--- config.mk ---
export PLATFORM = sky130hd
export DESIGN_NAME = ffra_pick
export DESIGN_NICKNAME = d
export VERILOG_FILES = /design/src/sv/ffra_pkg.sv /design/src/sv/ffra_pick.sv
export SDC_FILE = /design/constraint.sdc
export NUM_CORES = 1
export LEC_CHECK = 0
export ABC_AREA = 1
export BUFFER_PORTS_ARGS = -buffer_cell sky130_fd_sc_hd__buf_2
export CAP_MARGIN = 20
export CORE_MARGIN = 2
export CORE_UTILIZATION = 24
export DETAILED_ROUTE_END_ITERATION = 10
export SYNTH_ARGS = -nofsm -noshare
export SYNTH_HDL_FRONTEND = slang
export SYNTH_SLANG_ARGS = --single-unit
--- constraint.sdc ---
create_clock -name vclk -period 0.8
set_input_delay 0.08 -clock vclk [all_inputs]
set_output_delay 0.08 -clock vclk [all_outputs]
set_load 0.01 [all_outputs]
--- src/sv/ffra_pkg.sv ---
package ffra_pkg;

    // Default sizing of the free table.
    localparam int DEF_TABLE_ENTRIES = 16;
    localparam int DEF_ADDRESS_BITS  = 16;

    // Fixed field widths.
    localparam int ADDR_IN_W = 16;
    localparam int LEN_W     = 17;
    localparam int STATUS_W  = 2;

    // Result status codes.
    localparam logic [STATUS_W-1:0] STATUS_OK    = 2'd0;
    localparam logic [STATUS_W-1:0] STATUS_NOFIT = 2'd1;
    localparam logic [STATUS_W-1:0] STATUS_FULL  = 2'd2;

    // Command codes.
    localparam logic CMD_ALLOC = 1'b0;
    localparam logic CMD_FREE  = 1'b1;

    // Free table contents after reset.
    localparam int RST_START_A  = 14;
    localparam int RST_LENGTH_A = 12;
    localparam int RST_START_B  = 32;
    localparam int RST_LENGTH_B = 96;

    // Sequencer states.
    typedef enum logic [1:0] {
        S_IDLE,
        S_CMP,
        S_SEL,
        S_EXE
    } state_t;

    // Table update applied by the cells.
    typedef enum logic [2:0] {
        ACT_NONE,
        ACT_SHRINK,
        ACT_REMOVE,
        ACT_GROW_PREV,
        ACT_GROW_NEXT,
        ACT_JOIN,
        ACT_INSERT
    } act_t;

    // Control broadcast from the sequencer to every cell.
    typedef struct packed {
        logic cmp_en;
        logic exe_en;
        act_t act;
    } ctl_t;

    // Compare results registered in each cell.
    typedef struct packed {
        logic fits;
        logic eq;
        logic gt;
        logic next_eq;
        logic end_eq;
    } flags_t;

    // Length sum that saturates at the largest length.
    function automatic logic [LEN_W-1:0] sat_add(input logic [LEN_W-1:0] a,
                                                 input logic [LEN_W-1:0] b);
        logic [LEN_W:0] sum;
        sum = {1'b0, a} + {1'b0, b};
        return sum[LEN_W] ? {LEN_W{1'b1}} : sum[LEN_W-1:0];
    endfunction

    function automatic int reset_start(input int idx);
        if (idx == 0) return RST_START_A;
        if (idx == 1) return RST_START_B;
        return 0;
    endfunction

    function automatic int reset_length(input int idx);
        if (idx == 0) return RST_LENGTH_A;
        if (idx == 1) return RST_LENGTH_B;
        return 0;
    endfunction

endpackage

--- src/sv/ffra_pick.sv ---
module ffra_pick #(
    parameter int W = ffra_pkg::DEF_TABLE_ENTRIES
) (
    input  logic [W-1:0] req,
    output logic [W-1:0] hot,
    output logic [W-1:0] ge
);
    logic [W-1:0] neg;

    // Two's complement isolates the lowest set bit and fills everything above it.
    assign neg = ~req + W'(1);
    assign hot = req & neg;
    assign ge  = req | neg;

endmodule

Word-level counts from Yosys, hierarchy flattened
Index checks and enable logic that the tools add are counted.

Register bits after elaboration: 0. Input port bits: 16. Output and inout bits: 32. Word-level logic and storage cells: 4.

Add/sub/neg operators: 1. Bitwise gates (word level): 3.

Operators with widths (count): adder 16 x 1 -> 16 bit, second input constant (1); AND 16 bit (1); inverter 16 bit (1); bitwise OR 16 bit (1).

Logic depth before layout (Yosys ltp)
Word-level depth: 3. Depth in mapped cells: 5. Depth with buffers taken out: 5.

Least setup slack after synthesis
OpenSTA, ideal clock, no wires.

Path kind: input -> output. From: in req[10]. To: out hot[11]. Data arrival time: 0.736 ns. Data required time: 0.720 ns. Path slack: -0.016 ns. Stages on the path: 5. Buffers on the path: 0. Cells stage by stage: nor2_1 nand2_2 nor2_1 nand2_1 nor2_1.

Word-level cells in the longest chain between the ends: 3.

RTL lines: start: declaration (RTL line ffra_pick.sv:4) `input logic [W-1:0] req,`; inverter 16 bit (RTL line ffra_pick.sv:11) `assign neg = ~req + W'(1);`; adder 16 x 1 -> 16 bit (RTL line ffra_pick.sv:11); AND 16 bit (RTL line ffra_pick.sv:12) `assign hot = req & neg;`; end: declaration (RTL line ffra_pick.sv:5) `output logic [W-1:0] hot,`.

No other way between the ends.

Worst setup path in the final report
From: in req[1]. To: out hot[6].

The elaborated chain is that of the path after synthesis.

==> key figures <==
Synth
  • Area contributors post-synth: nor2_1 (24%), inv_1 (14%), nand2_1 (14%)
  • Post-synth cell types: 12
  • Seq/Total Area, Yosys: 0
  • Biggest area consumer among synthesized cells: nor2_1
  • Avg Inst Size Synth: 5.08 µm²
  • Cell count after synthesis: 80
  • Yosys top cell area share: 0.240
  • Synth Warn #: 0
  • Synthesized area: 407 µm²
  • Mapped Nets: 96

Pwr
  • Logic pwr share: 1.000
  • Max VDD drop: 0.200 mV
  • Internal: 0.177 mW
  • NetSw: 0.161 mW
  • Clock power share: 0
  • Leak pwr: 0.575 nW
  • Net Sw Frac: 0.477
  • Part of the power in registers: 0
  • PwrDens: 338 nW/µm²

Floorplanning
  • Num ports: 48
  • Core Rows: 14
  • Core area: 1540 µm²
  • Die X-Extent: 45.2 µm
  • Die height: 45.2 µm
  • Starting density of the core: 0.264
  • Die area: 2040 µm²

Routing
  • DRC: 0
  • Pre-Repair DR Iteration Count: 2
  • Drt via density: 4.13
  • Initial DRC count: 4
  • DR WL/cell: 9.81 µm
  • Post-DRT Antenna Nets: 0
  • Vias post-DR: 640
  • Total wire length: 1520 µm

Placed design
  • HPWL after DPL: 1140 µm
  • Final Wtd Congestion: 0.729
  • # port buffers: 48
  • Placed cell count: 154
  • Placed Area: 749 µm²

Layout
  • Commonest non-fill, non-tap cell in the layout: buf_2
  • Final Instance Area: 1000 µm²
  • Most frequent cells in the layout: buf_2 (32), inv_1 (15), nor2_2 (15)
  • Diode count: 0
  • Nets: 157
  • Clock buf count: 0
  • Finished Layout Cells: 155
  • FF/Latch Area: 0 µm²
  • Fillers: 139
  • Share of cells above drive strength 1: 0.763
  • Layout Utilization: 0.649
  • Area Overhead vs Synth: 146%
  • Seq_cells: 0

Setup path
  • Critical path capture point type: output port
  • Crit start category: input port
  • Critical path data required time: 0.72 ns
  • Setup crit start: req[1]
  • CP Capture Point: hot[6]
  • Critical path arrival: 0.90 ns
  • Worst Path Max Fanout: 4
  • Setup CP Type: input port to output port

STA
  • WHS: 0.447 ns
  • Final Hold Fails: 0
  • Slew Limit Headroom: 0.888
  • Min Tclk post-route: 0.976 ns
  • Final Slew Violations: 0
  • Final setup margin: -0.176 ns
  • Final period util: 1.22
  • Slew @ Worst Pin: 0.167 ns
  • FMAX: 1.02 GHz
  • Unrepaired setup endpoints after global routing: yes
  • Endpoints failing setup: 26

Clock network
  • Hold-fix buffers at CTS: 0

Run status
  • Violated checks: negative setup slack
  • Status: complete, but fails checks

Global routing
  • Vias in the first global route: 620
  • Global-route wire length before repair: 2510 µm
  • Largest net degree at the start of global routing: 6
  • Initial antenna violation count: 0
  • Total Routing Usage GR: 0.156
  • Grt total ovfl: 0

Worst hold path
  • Worst hold path type: input port to output port
  • Hold Crit Start: req[15]

Run
  • Max-cap violations: 0
-- worst max-delay path, stage by stage --
cell,delay (ns)
buf_8,0.10
nor2_4,0.17
inv_2,0.08
nor2_4,0.12
inv_2,0.06
nor2_1,0.13
buf_2,0.15
-- Yosys cell counts (all sizes together) --
master  count
nor2       37
nand3       1
nand2      21
inv        19
buf         2
-- power groups by stage --
stage | sequential [mW] | clock (mW) | combinational, mW
3_5_place_dp | 0 | 0 | 0.224
6_report | 0 | 0 | 0.338
5_1_grt | 0 | 0 | 0.368
4_1_cts | 0 | 0 | 0.324
3_3_place_gp | 0 | 0 | 0.224
2_1_floorplan | 0 | 0 | 0.101
-- kinds of logic (layout without fill, tap and decap cells) --
family                 Yosys count  after routing  share of synthesized area
AND/OR/NAND/NOR                 59             59                      0.782
buffers and inverters           21             80                      0.218
-- final cells by class --
cell class / count / area [µm²] / share of cell area
Timing Repair Buffer: 61 / 472 / 0.471
Multi-Input combinational cell: 59 / 435 / 0.435
Inverter: 19 / 73.8 / 0.0738
Tap cell: 16 / 20.0 / 0.0200
-- how the worst min path moves through the flow --
stage / to / slack [ns] / cells past startpoint
after detailed placement: hot[12] / 0.46 / 4
after global routing: hot[0] / 0.47 / 3
after floorplan: hot[1] / 0.21 / 1
after global placement: hot[12] / 0.46 / 4
after CTS: ge[0] / 0.46 / 3
final: ge[15] / 0.45 / 4
-- routing by layer --
layer  GRT usage  wire length, µm  up-vias
met4           0               23        0
met2       0.303              810       34
li1            -                -      343
met1       0.198              568      261
met5           0                0        -
met3     0.00800              118        2
-- what timing repair did --
item | 4_1_cts | 5_1_grt
hold endpoints to repair | 0 | 0
setup endpoints to repair | 28 | 28
pin swaps | 31 | 16
gates cloned | 0 | 0
resized for setup | 55 | 11
buffers inserted | 1 | 0
-- through the flow --
stage	total power, mW	setup TNS [ns]	setup WS (ns)
after floorplan	0.101	0	0.00929
after global placement	0.224	-3.04	-0.179
after detailed placement	0.224	-3.21	-0.193
after CTS	0.324	-1.91	-0.136
after global routing	0.368	-3.39	-0.210
final	0.338	-1.95	-0.176
No activity file was read; power rests on OpenSTA's default activity.
