==> src/sv/ffra_pkg.sv <==
package ffra_pkg;

    // Default sizing of the free table.
    localparam int DEF_TABLE_ENTRIES = 16;
    localparam int DEF_ADDRESS_BITS  = 16;

    // Fixed field widths.
    localparam int ADDR_IN_W = 16;
    localparam int LEN_W     = 17;
    localparam int STATUS_W  = 2;

    // Result status codes.
    localparam logic [STATUS_W-1:0] STATUS_OK    = 2'd0;
    localparam logic [STATUS_W-1:0] STATUS_NOFIT = 2'd1;
    localparam logic [STATUS_W-1:0] STATUS_FULL  = 2'd2;

    // Command codes.
    localparam logic CMD_ALLOC = 1'b0;
    localparam logic CMD_FREE  = 1'b1;

    // Free table contents after reset.
    localparam int RST_START_A  = 14;
    localparam int RST_LENGTH_A = 12;
    localparam int RST_START_B  = 32;
    localparam int RST_LENGTH_B = 96;

    // Sequencer states.
    typedef enum logic [1:0] {
        S_IDLE,
        S_CMP,
        S_SEL,
        S_EXE
    } state_t;

    // Table update applied by the cells.
    typedef enum logic [2:0] {
        ACT_NONE,
        ACT_SHRINK,
        ACT_REMOVE,
        ACT_GROW_PREV,
        ACT_GROW_NEXT,
        ACT_JOIN,
        ACT_INSERT
    } act_t;

    // Control broadcast from the sequencer to every cell.
    typedef struct packed {
        logic cmp_en;
        logic exe_en;
        act_t act;
    } ctl_t;

    // Compare results registered in each cell.
    typedef struct packed {
        logic fits;
        logic eq;
        logic gt;
        logic next_eq;
        logic end_eq;
    } flags_t;

    // Length sum that saturates at the largest length.
    function automatic logic [LEN_W-1:0] sat_add(input logic [LEN_W-1:0] a,
                                                 input logic [LEN_W-1:0] b);
        logic [LEN_W:0] sum;
        sum = {1'b0, a} + {1'b0, b};
        return sum[LEN_W] ? {LEN_W{1'b1}} : sum[LEN_W-1:0];
    endfunction

    function automatic int reset_start(input int idx);
        if (idx == 0) return RST_START_A;
        if (idx == 1) return RST_START_B;
        return 0;
    endfunction

    function automatic int reset_length(input int idx);
        if (idx == 0) return RST_LENGTH_A;
        if (idx == 1) return RST_LENGTH_B;
        return 0;
    endfunction

endpackage

==> src/sv/ffra_cell.sv <==
module ffra_cell #(
    parameter int   ADDR_W       = ffra_pkg::DEF_ADDRESS_BITS,
    parameter int   RESET_START  = 0,
    parameter int   RESET_LENGTH = 0,
    parameter bit   RESET_VALID  = 1'b0,
    localparam int  SUM_W = ((ADDR_W > ffra_pkg::LEN_W) ? ADDR_W : ffra_pkg::LEN_W) + 1
) (
    input  logic                        aclk,
    input  logic                        aresetn,
    input  ffra_pkg::ctl_t              ctl,
    input  logic                        tgt,
    input  logic                        span,
    input  logic [ADDR_W-1:0]           req_addr,
    input  logic [ffra_pkg::LEN_W-1:0]  req_len,
    input  logic [SUM_W-1:0]            req_end,
    input  logic [ADDR_W-1:0]           left_start,
    input  logic [ffra_pkg::LEN_W-1:0]  left_len,
    input  logic                        left_valid,
    input  logic [ADDR_W-1:0]           right_start,
    input  logic [ffra_pkg::LEN_W-1:0]  right_len,
    input  logic                        right_valid,
    output logic [ADDR_W-1:0]           start_o,
    output logic [ffra_pkg::LEN_W-1:0]  len_o,
    output logic                        valid_o,
    output ffra_pkg::flags_t            flags_o
);
    import ffra_pkg::*;

    logic [ADDR_W-1:0] start_reg, start_next;
    logic [LEN_W-1:0]  len_reg, len_next;
    logic              valid_reg, valid_next;
    flags_t            flags_reg, flags_next;
    logic [LEN_W-1:0]  len_plus_reg, len_plus_next;

    // Compare this entry against the request.
    always_comb begin
        flags_next.fits    = valid_reg && (len_reg >= req_len);
        flags_next.eq      = valid_reg && (len_reg == req_len);
        flags_next.gt      = valid_reg && (start_reg > req_addr);
        flags_next.next_eq = valid_reg && (SUM_W'(start_reg) == req_end);
        flags_next.end_eq  = valid_reg &&
                             ((SUM_W'(start_reg) + SUM_W'(len_reg)) == SUM_W'(req_addr));
        len_plus_next      = sat_add(len_reg, req_len);
    end

    // Apply the chosen update: the target entry changes, the entries in the span move.
    always_comb begin
        start_next = start_reg;
        len_next   = len_reg;
        valid_next = valid_reg;
        if (ctl.exe_en) begin
            if (tgt) begin
                unique case (ctl.act)
                    ACT_SHRINK: begin
                        start_next = ADDR_W'(SUM_W'(start_reg) + SUM_W'(req_len));
                        len_next   = len_reg - req_len;
                    end
                    ACT_REMOVE: begin
                        start_next = right_start;
                        len_next   = right_len;
                        valid_next = right_valid;
                    end
                    ACT_GROW_PREV: begin
                        len_next = len_plus_reg;
                    end
                    ACT_GROW_NEXT: begin
                        start_next = req_addr;
                        len_next   = len_plus_reg;
                    end
                    ACT_JOIN: begin
                        len_next = sat_add(len_plus_reg, right_len);
                    end
                    ACT_INSERT: begin
                        start_next = req_addr;
                        len_next   = req_len;
                        valid_next = 1'b1;
                    end
                    default: begin
                    end
                endcase
            end else if (span) begin
                unique case (ctl.act)
                    ACT_REMOVE, ACT_JOIN: begin
                        start_next = right_start;
                        len_next   = right_len;
                        valid_next = right_valid;
                    end
                    ACT_INSERT: begin
                        start_next = left_start;
                        len_next   = left_len;
                        valid_next = left_valid;
                    end
                    default: begin
                    end
                endcase
            end
        end
    end

    // Entry state.
    always_ff @(posedge aclk) begin
        if (!aresetn) begin
            start_reg <= ADDR_W'(RESET_START);
            len_reg   <= LEN_W'(RESET_LENGTH);
            valid_reg <= RESET_VALID;
        end else begin
            start_reg <= start_next;
            len_reg   <= len_next;
            valid_reg <= valid_next;
        end
    end

    // Compare results, held from the compare cycle to the update cycle.
    always_ff @(posedge aclk) begin
        if (ctl.cmp_en) begin
            flags_reg    <= flags_next;
            len_plus_reg <= len_plus_next;
        end
    end

    assign start_o = start_reg;
    assign len_o   = len_reg;
    assign valid_o = valid_reg;
    assign flags_o = flags_reg;

endmodule

==> config.mk <==
export PLATFORM = sky130hd
export DESIGN_NAME = ffra_cell
export DESIGN_NICKNAME = d
export VERILOG_FILES = /design/src/sv/ffra_pkg.sv /design/src/sv/ffra_cell.sv
export SDC_FILE = /design/constraint.sdc
export NUM_CORES = 1
export LEC_CHECK = 0
export ABC_AREA = 1
export BUFFER_PORTS_ARGS = -buffer_cell sky130_fd_sc_hd__buf_4
export CAP_MARGIN = 30
export CORE_UTILIZATION = 50
export CTS_BUF_LIST = sky130_fd_sc_hd__clkbuf_8
export DETAILED_ROUTE_END_ITERATION = 12
export PLACE_DENSITY = 0.72
export SLEW_MARGIN = 10
export SYNTH_ARGS = -nofsm -noshare
export SYNTH_HDL_FRONTEND = slang
export SYNTH_SLANG_ARGS = --single-unit
==> constraint.sdc <==
create_clock -name aclk -period 3.8 [get_ports aclk]
set_clock_uncertainty 0.2 [all_clocks]
set_input_delay 0.57 -clock aclk [delete_from_list [all_inputs] [get_ports aclk]]
set_output_delay 0.57 -clock aclk [all_outputs]
set_load 0.03 [all_outputs]
# Word level (Yosys, flattened, before mapping)
# Index checks and enable logic that the tools add are counted.
[classes]
add_sub_neg = 5
order_cmp = 2
n_eq_ne = 12
muxes = 13
reduce_logical = 13
[ops]
columns = ["operator", "n"]
rows = [
  ["17-bit one-hot mux with 5 select lines", 1],
  ["17-bit 2-to-1 mux", 3],
  ["16-bit one-hot mux with 3 select lines", 1],
  ["17-bit by 17-bit adder with 18-bit output", 2],
  ["17-bit one-hot mux with 2 select lines", 1],
  ["16-bit 2-to-1 mux", 2],
  ["16-bit one-hot mux with 2 select lines", 1],
  ["16-bit by 17-bit adder with 18-bit output", 1],
  ["16-bit by 18-bit == test with 1-bit output", 1],
  ["18-bit by 16-bit == test with 1-bit output", 1],
  ["17-bit == test", 1],
  ["17-bit greater-or-equal comparator", 1],
  ["17-bit subtractor", 1],
  ["16-bit adder", 1],
  ["16-bit greater-than comparator", 1],
  ["4-bit AND reduction", 3],
  ["3-bit == test (second input constant)", 3],
  ["3-bit by 2-bit == test with 1-bit output (second input constant)", 2],
  ["6-bit by 2-bit != test with 1-bit output (second input constant)", 1],
  ["2-bit OR reduction", 3],
  ["1-bit logical AND", 5],
  ["4-bit by 2-bit != test with 1-bit output (second input constant)", 1],
  ["1-bit one-hot mux with 2 select lines", 2],
  ["3-bit by 1-bit == test with 1-bit output (second input constant)", 1],
  ["4 further kinds", 5],
]
[totals]
ff_bits = 56
input_bits = 128
output_inout_bits = 39
word_cells = 54

# Longest topological paths before layout
[depth]
depth_word = 5
ltp_mapped = 17
mapped_depth_nobuf = 16

# Worst setup path before layout
# No wires, ideal clock.
[synth_timing]
kind = "reg2reg"
start = "register len_reg[0], in the netlist len_o[0]"
end = "register len_plus_reg[12], data pin"
setup_time_ns = 0.265
t_arrival_ns = 2.178
required_ns = 3.335
setup_slack_ns = 1.158
path_stages_with_launch = 15
n_path_buf = 0
period_less_slack_ns = 2.642
path_cell_list = "dfxtp_1 ha_1 inv_1 fa_1 inv_1 nand3_1 nand2_1 a21oi_1 inv_2 nand2_1 nand2_1 a21boi_1 o21ai_1 xor2_1 nand2_1"
[synth_via]
elab_chain_len = 1
[synth_lines]
columns = ["element", "line", "text"]
rows = [
  ["start, declared", "ffra_cell.sv:30", "logic [LEN_W-1:0] len_reg, len_next;"],
  ["start signal, assigned", "ffra_cell.sv:104", "len_reg <= LEN_W'(RESET_LENGTH);"],
  ["start signal, assigned", "ffra_cell.sv:108", "len_reg <= len_next;"],
  ["17-bit by 17-bit adder with 18-bit output", "ffra_pkg.sv:66", "sum = {1'b0, a} + {1'b0, b};"],
  ["end signal, assigned", "ffra_cell.sv:117", "len_plus_reg <= len_plus_next;"],
  ["end, declared", "ffra_cell.sv:33", "logic [LEN_W-1:0] len_plus_reg, len_plus_next;"],
]
# No other way between the ends.
# A chain may end at the register's enable or synchronous reset.

# Worst setup path in the final report
# Same ends and word-level chain as after synthesis.

==> reports/results.tsv <==
metric	value	unit
leading area contributor after synthesis	nand2_1	
Avg Vias per Cell	5.81	
global-route wire length before repair	51300	um
antenna cells	0	
Starting DRT DRC Count	1101	
final period utilization	77.8	%
worst path bufs/invs	3	
Top Ports	167	
via count	10400	
r2r setup slk	0.84	ns
worst-path fanout max	5	
HP Start	aresetn	
Top Family by Delay on Critical Path	adder cells	
largest cells by area after synthesis	nand2_1, ha_1, a21oi_1, dfxtp_1, edfxtp_1	
final wirelength	33900	um
Worst Reg2Reg Path Length in Cells	14	
DRC Markers	0	
count of cell types in the netlist	49	
Initial Utilization	51.6	%
worst-path cell chain	ha_1, inv_1, fa_1, inv_1, nand3_1, nand2_1, a21oi_1, inv_2, nand2_1, nand2_1, a21boi_1, o21ai_1, xor2_1, nand2_1	
RSZ-0062 raised after global routing	false	
vias in the first global route	9249	
Num CTS Buffers	5	
Hold Crit Class	input port to flop	
post-synth net total	1662	
Max Cap Viol	0	
Die ar.	17800	sq um
setup_tns	0	ns
async set or reset register ratio after synthesis	0	%
Worst Hold Depth	3	
Worst IR Drop VDD	0.000172	V
grt ovf	0	
Worst-path clk slew	0.12	ns
critical path launch point type	flop	
Final min period	2.96	ns
FMAX	0.338	GHz
hold buffer count at cts	0	
worst flop-to-flop path endpoint	len_plus_reg[12]$_SDFFCE_PP1P_	
EDFF count, synth	22	
Post CTS Setup Buffer Count	0	
ys flop type	dfxtp_1	
most frequent cells in the layout	nand2_1, buf_4, inv_1, a21oi_1, nor2_1	
CP peak stage delay	0.50	ns
Post-CTS Resized	0	
final core occ	60.7	%
routability cong.	1.01	
post-synth top area share	17.6	%
hold path endpoint	start_o[5]$_SDFFE_PN0P_	
# H-tree levels	2	
Slew Viols, Final	0	
cell area power density	267	nW/um^2
Post-DRT Antenna Nets	0	
Cells after Synth	1431	
status	complete, no violations	
post-synthesis area per instance	6.03	sq um
clk buf depth	2	
Worst Tran Pin Value	0.765	ns
Slew headroom	48.9	%
1st-pass router iterations	6	
worst reg2reg path startpoint	len_o[0]$_SDFFE_PN0P_	
drt wl/cell	18.9	um
initial antenna violation count	0	
Leakage	5.35	nW
Syn-to-layout area delta	17.6	%
setup violators final	0	
largest net degree at the start of global routing	43	
HPWL after DPL	27300	um
CP Class	flop to flop	
CP required	3.71	ns
Die Y	133	um
critical path depth in cells	14	
CP max-delay cell	dfxtp_1	
leading cell type in the layout, fill and taps excluded	nand2_1	
root buffer cell	clkbuf_8	
worst-skew pair later-pin latency	0.34	ns
share of layout cells above drive strength 1	13.6	%
Chip Width	133	um
cell mode on critical path	nand2_1	
Yosys reg bits	56	
Critical Path End Type	flop	
CTS tree	built	
Hold Vio Cnt, Final	0	
WP data arrival	2.86	ns
register area share after synthesis	15.6	%
Ys Warns	0	
All-Layer GR Usage	37.5	%
clock sink total	56	
port bufs	166	
core area	16700	sq um
# rows	47	
fin nets	1801	
area of the mapped netlist	8620	sq um
synth_stat cells (4+ instances only):
library cell and n:
a211oi_1 6, a21o_1 7, a21oi_1 150, a221oi_1 27, a22oi_1 5, a31oi_1 4
buf_2 14, clkbuf_1 26, dfxtp_1 34, edfxtp_1 22, fa_1 5, ha_1 98
inv_1 169, inv_2 12, nand2_1 405, nand3_1 115, nand3b_1 5, nand4_1 18
nor2_1 118, nor3_1 12, nor4_1 5, o21ai_0 51, o21ai_1 25, o21bai_1 10
o221ai_1 5, or2_2 7, xnor2_1 15, xor2_1 28
report_power, final:
part           leakage (nW)  internal (mW)  total, mW  switching (mW)
clock                0.0499          0.131      0.383           0.252
sequential            0.495          0.695      0.786          0.0911
combinational          4.81          0.566       1.53           0.969
total                  5.35           1.39       2.70            1.31
worst max path at each step:
stage                               start                             end  slack [ns]
floorplan           len_o[0]$_SDFFE_PN0P_  len_plus_reg[12]$_SDFFCE_PP1P_        1.16
global placement               req_len[0]  len_plus_reg[12]$_SDFFCE_PP1P_        0.70
detailed placement            req_len[12]  len_plus_reg[14]$_SDFFCE_PP1P_        0.66
CTS                 len_o[0]$_SDFFE_PN0P_  len_plus_reg[12]$_SDFFCE_PP1P_        0.85
global route        len_o[0]$_SDFFE_PN0P_  len_plus_reg[12]$_SDFFCE_PP1P_        0.65
finish              len_o[0]$_SDFFE_PN0P_  len_plus_reg[12]$_SDFFCE_PP1P_        0.84
metrics by stage:
step                      cell area, sq um  hold slack [ns]  power (mW)  instances  setup WS (ns)
after floorplan                       8620            0.411        1.78       1431           1.16
after global placement               10000            0.350        2.27       1782          0.704
after detailed placement             10000            0.359        2.29       1782          0.661
after CTS                            10100            0.370        2.66       1790          0.855
after global routing                 10100            0.380        2.90       1791          0.646
final                                10100            0.377        2.70       1791          0.842
kinds of logic (layout without fill, tap and decap cells):
kind of cell    count (synthesis)  in the layout  synth area share [%]
flops                          56             56                  15.6
compound gates                311            311                  21.2
simple gates                  692            692                  33.4
buf+inv                       226            366                  10.2
xor+xnor                       43             43                  4.37
fa+ha+maj                     103            103                  15.4
layout make-up:
cell class,count,area [sq um]
Clock buffer,5,68.8
Clock inverter,3,18.8
Fill cell,1702,6560
Inverter,182,683
Multi-Input combinational cell,1149,6420
Sequential cell,56,1340
Tap cell,220,275
Timing Repair Buffer,176,1340
worst min-delay path, cell delays in order:
cell	delay [ns]
buf_4	0.18
o21ai_0	0.09
a21oi_1	0.04
routing by layer:
layer	part of all wire (%)	vias up	track usage, %
met4	1.8	0	8.52
li1	-	5073	-
met5	0	-	0
met1	45	4731	54.0
met2	44	544	59.0
met3	9.3	50	5.02
No activity file was read; power rests on OpenSTA's default activity.
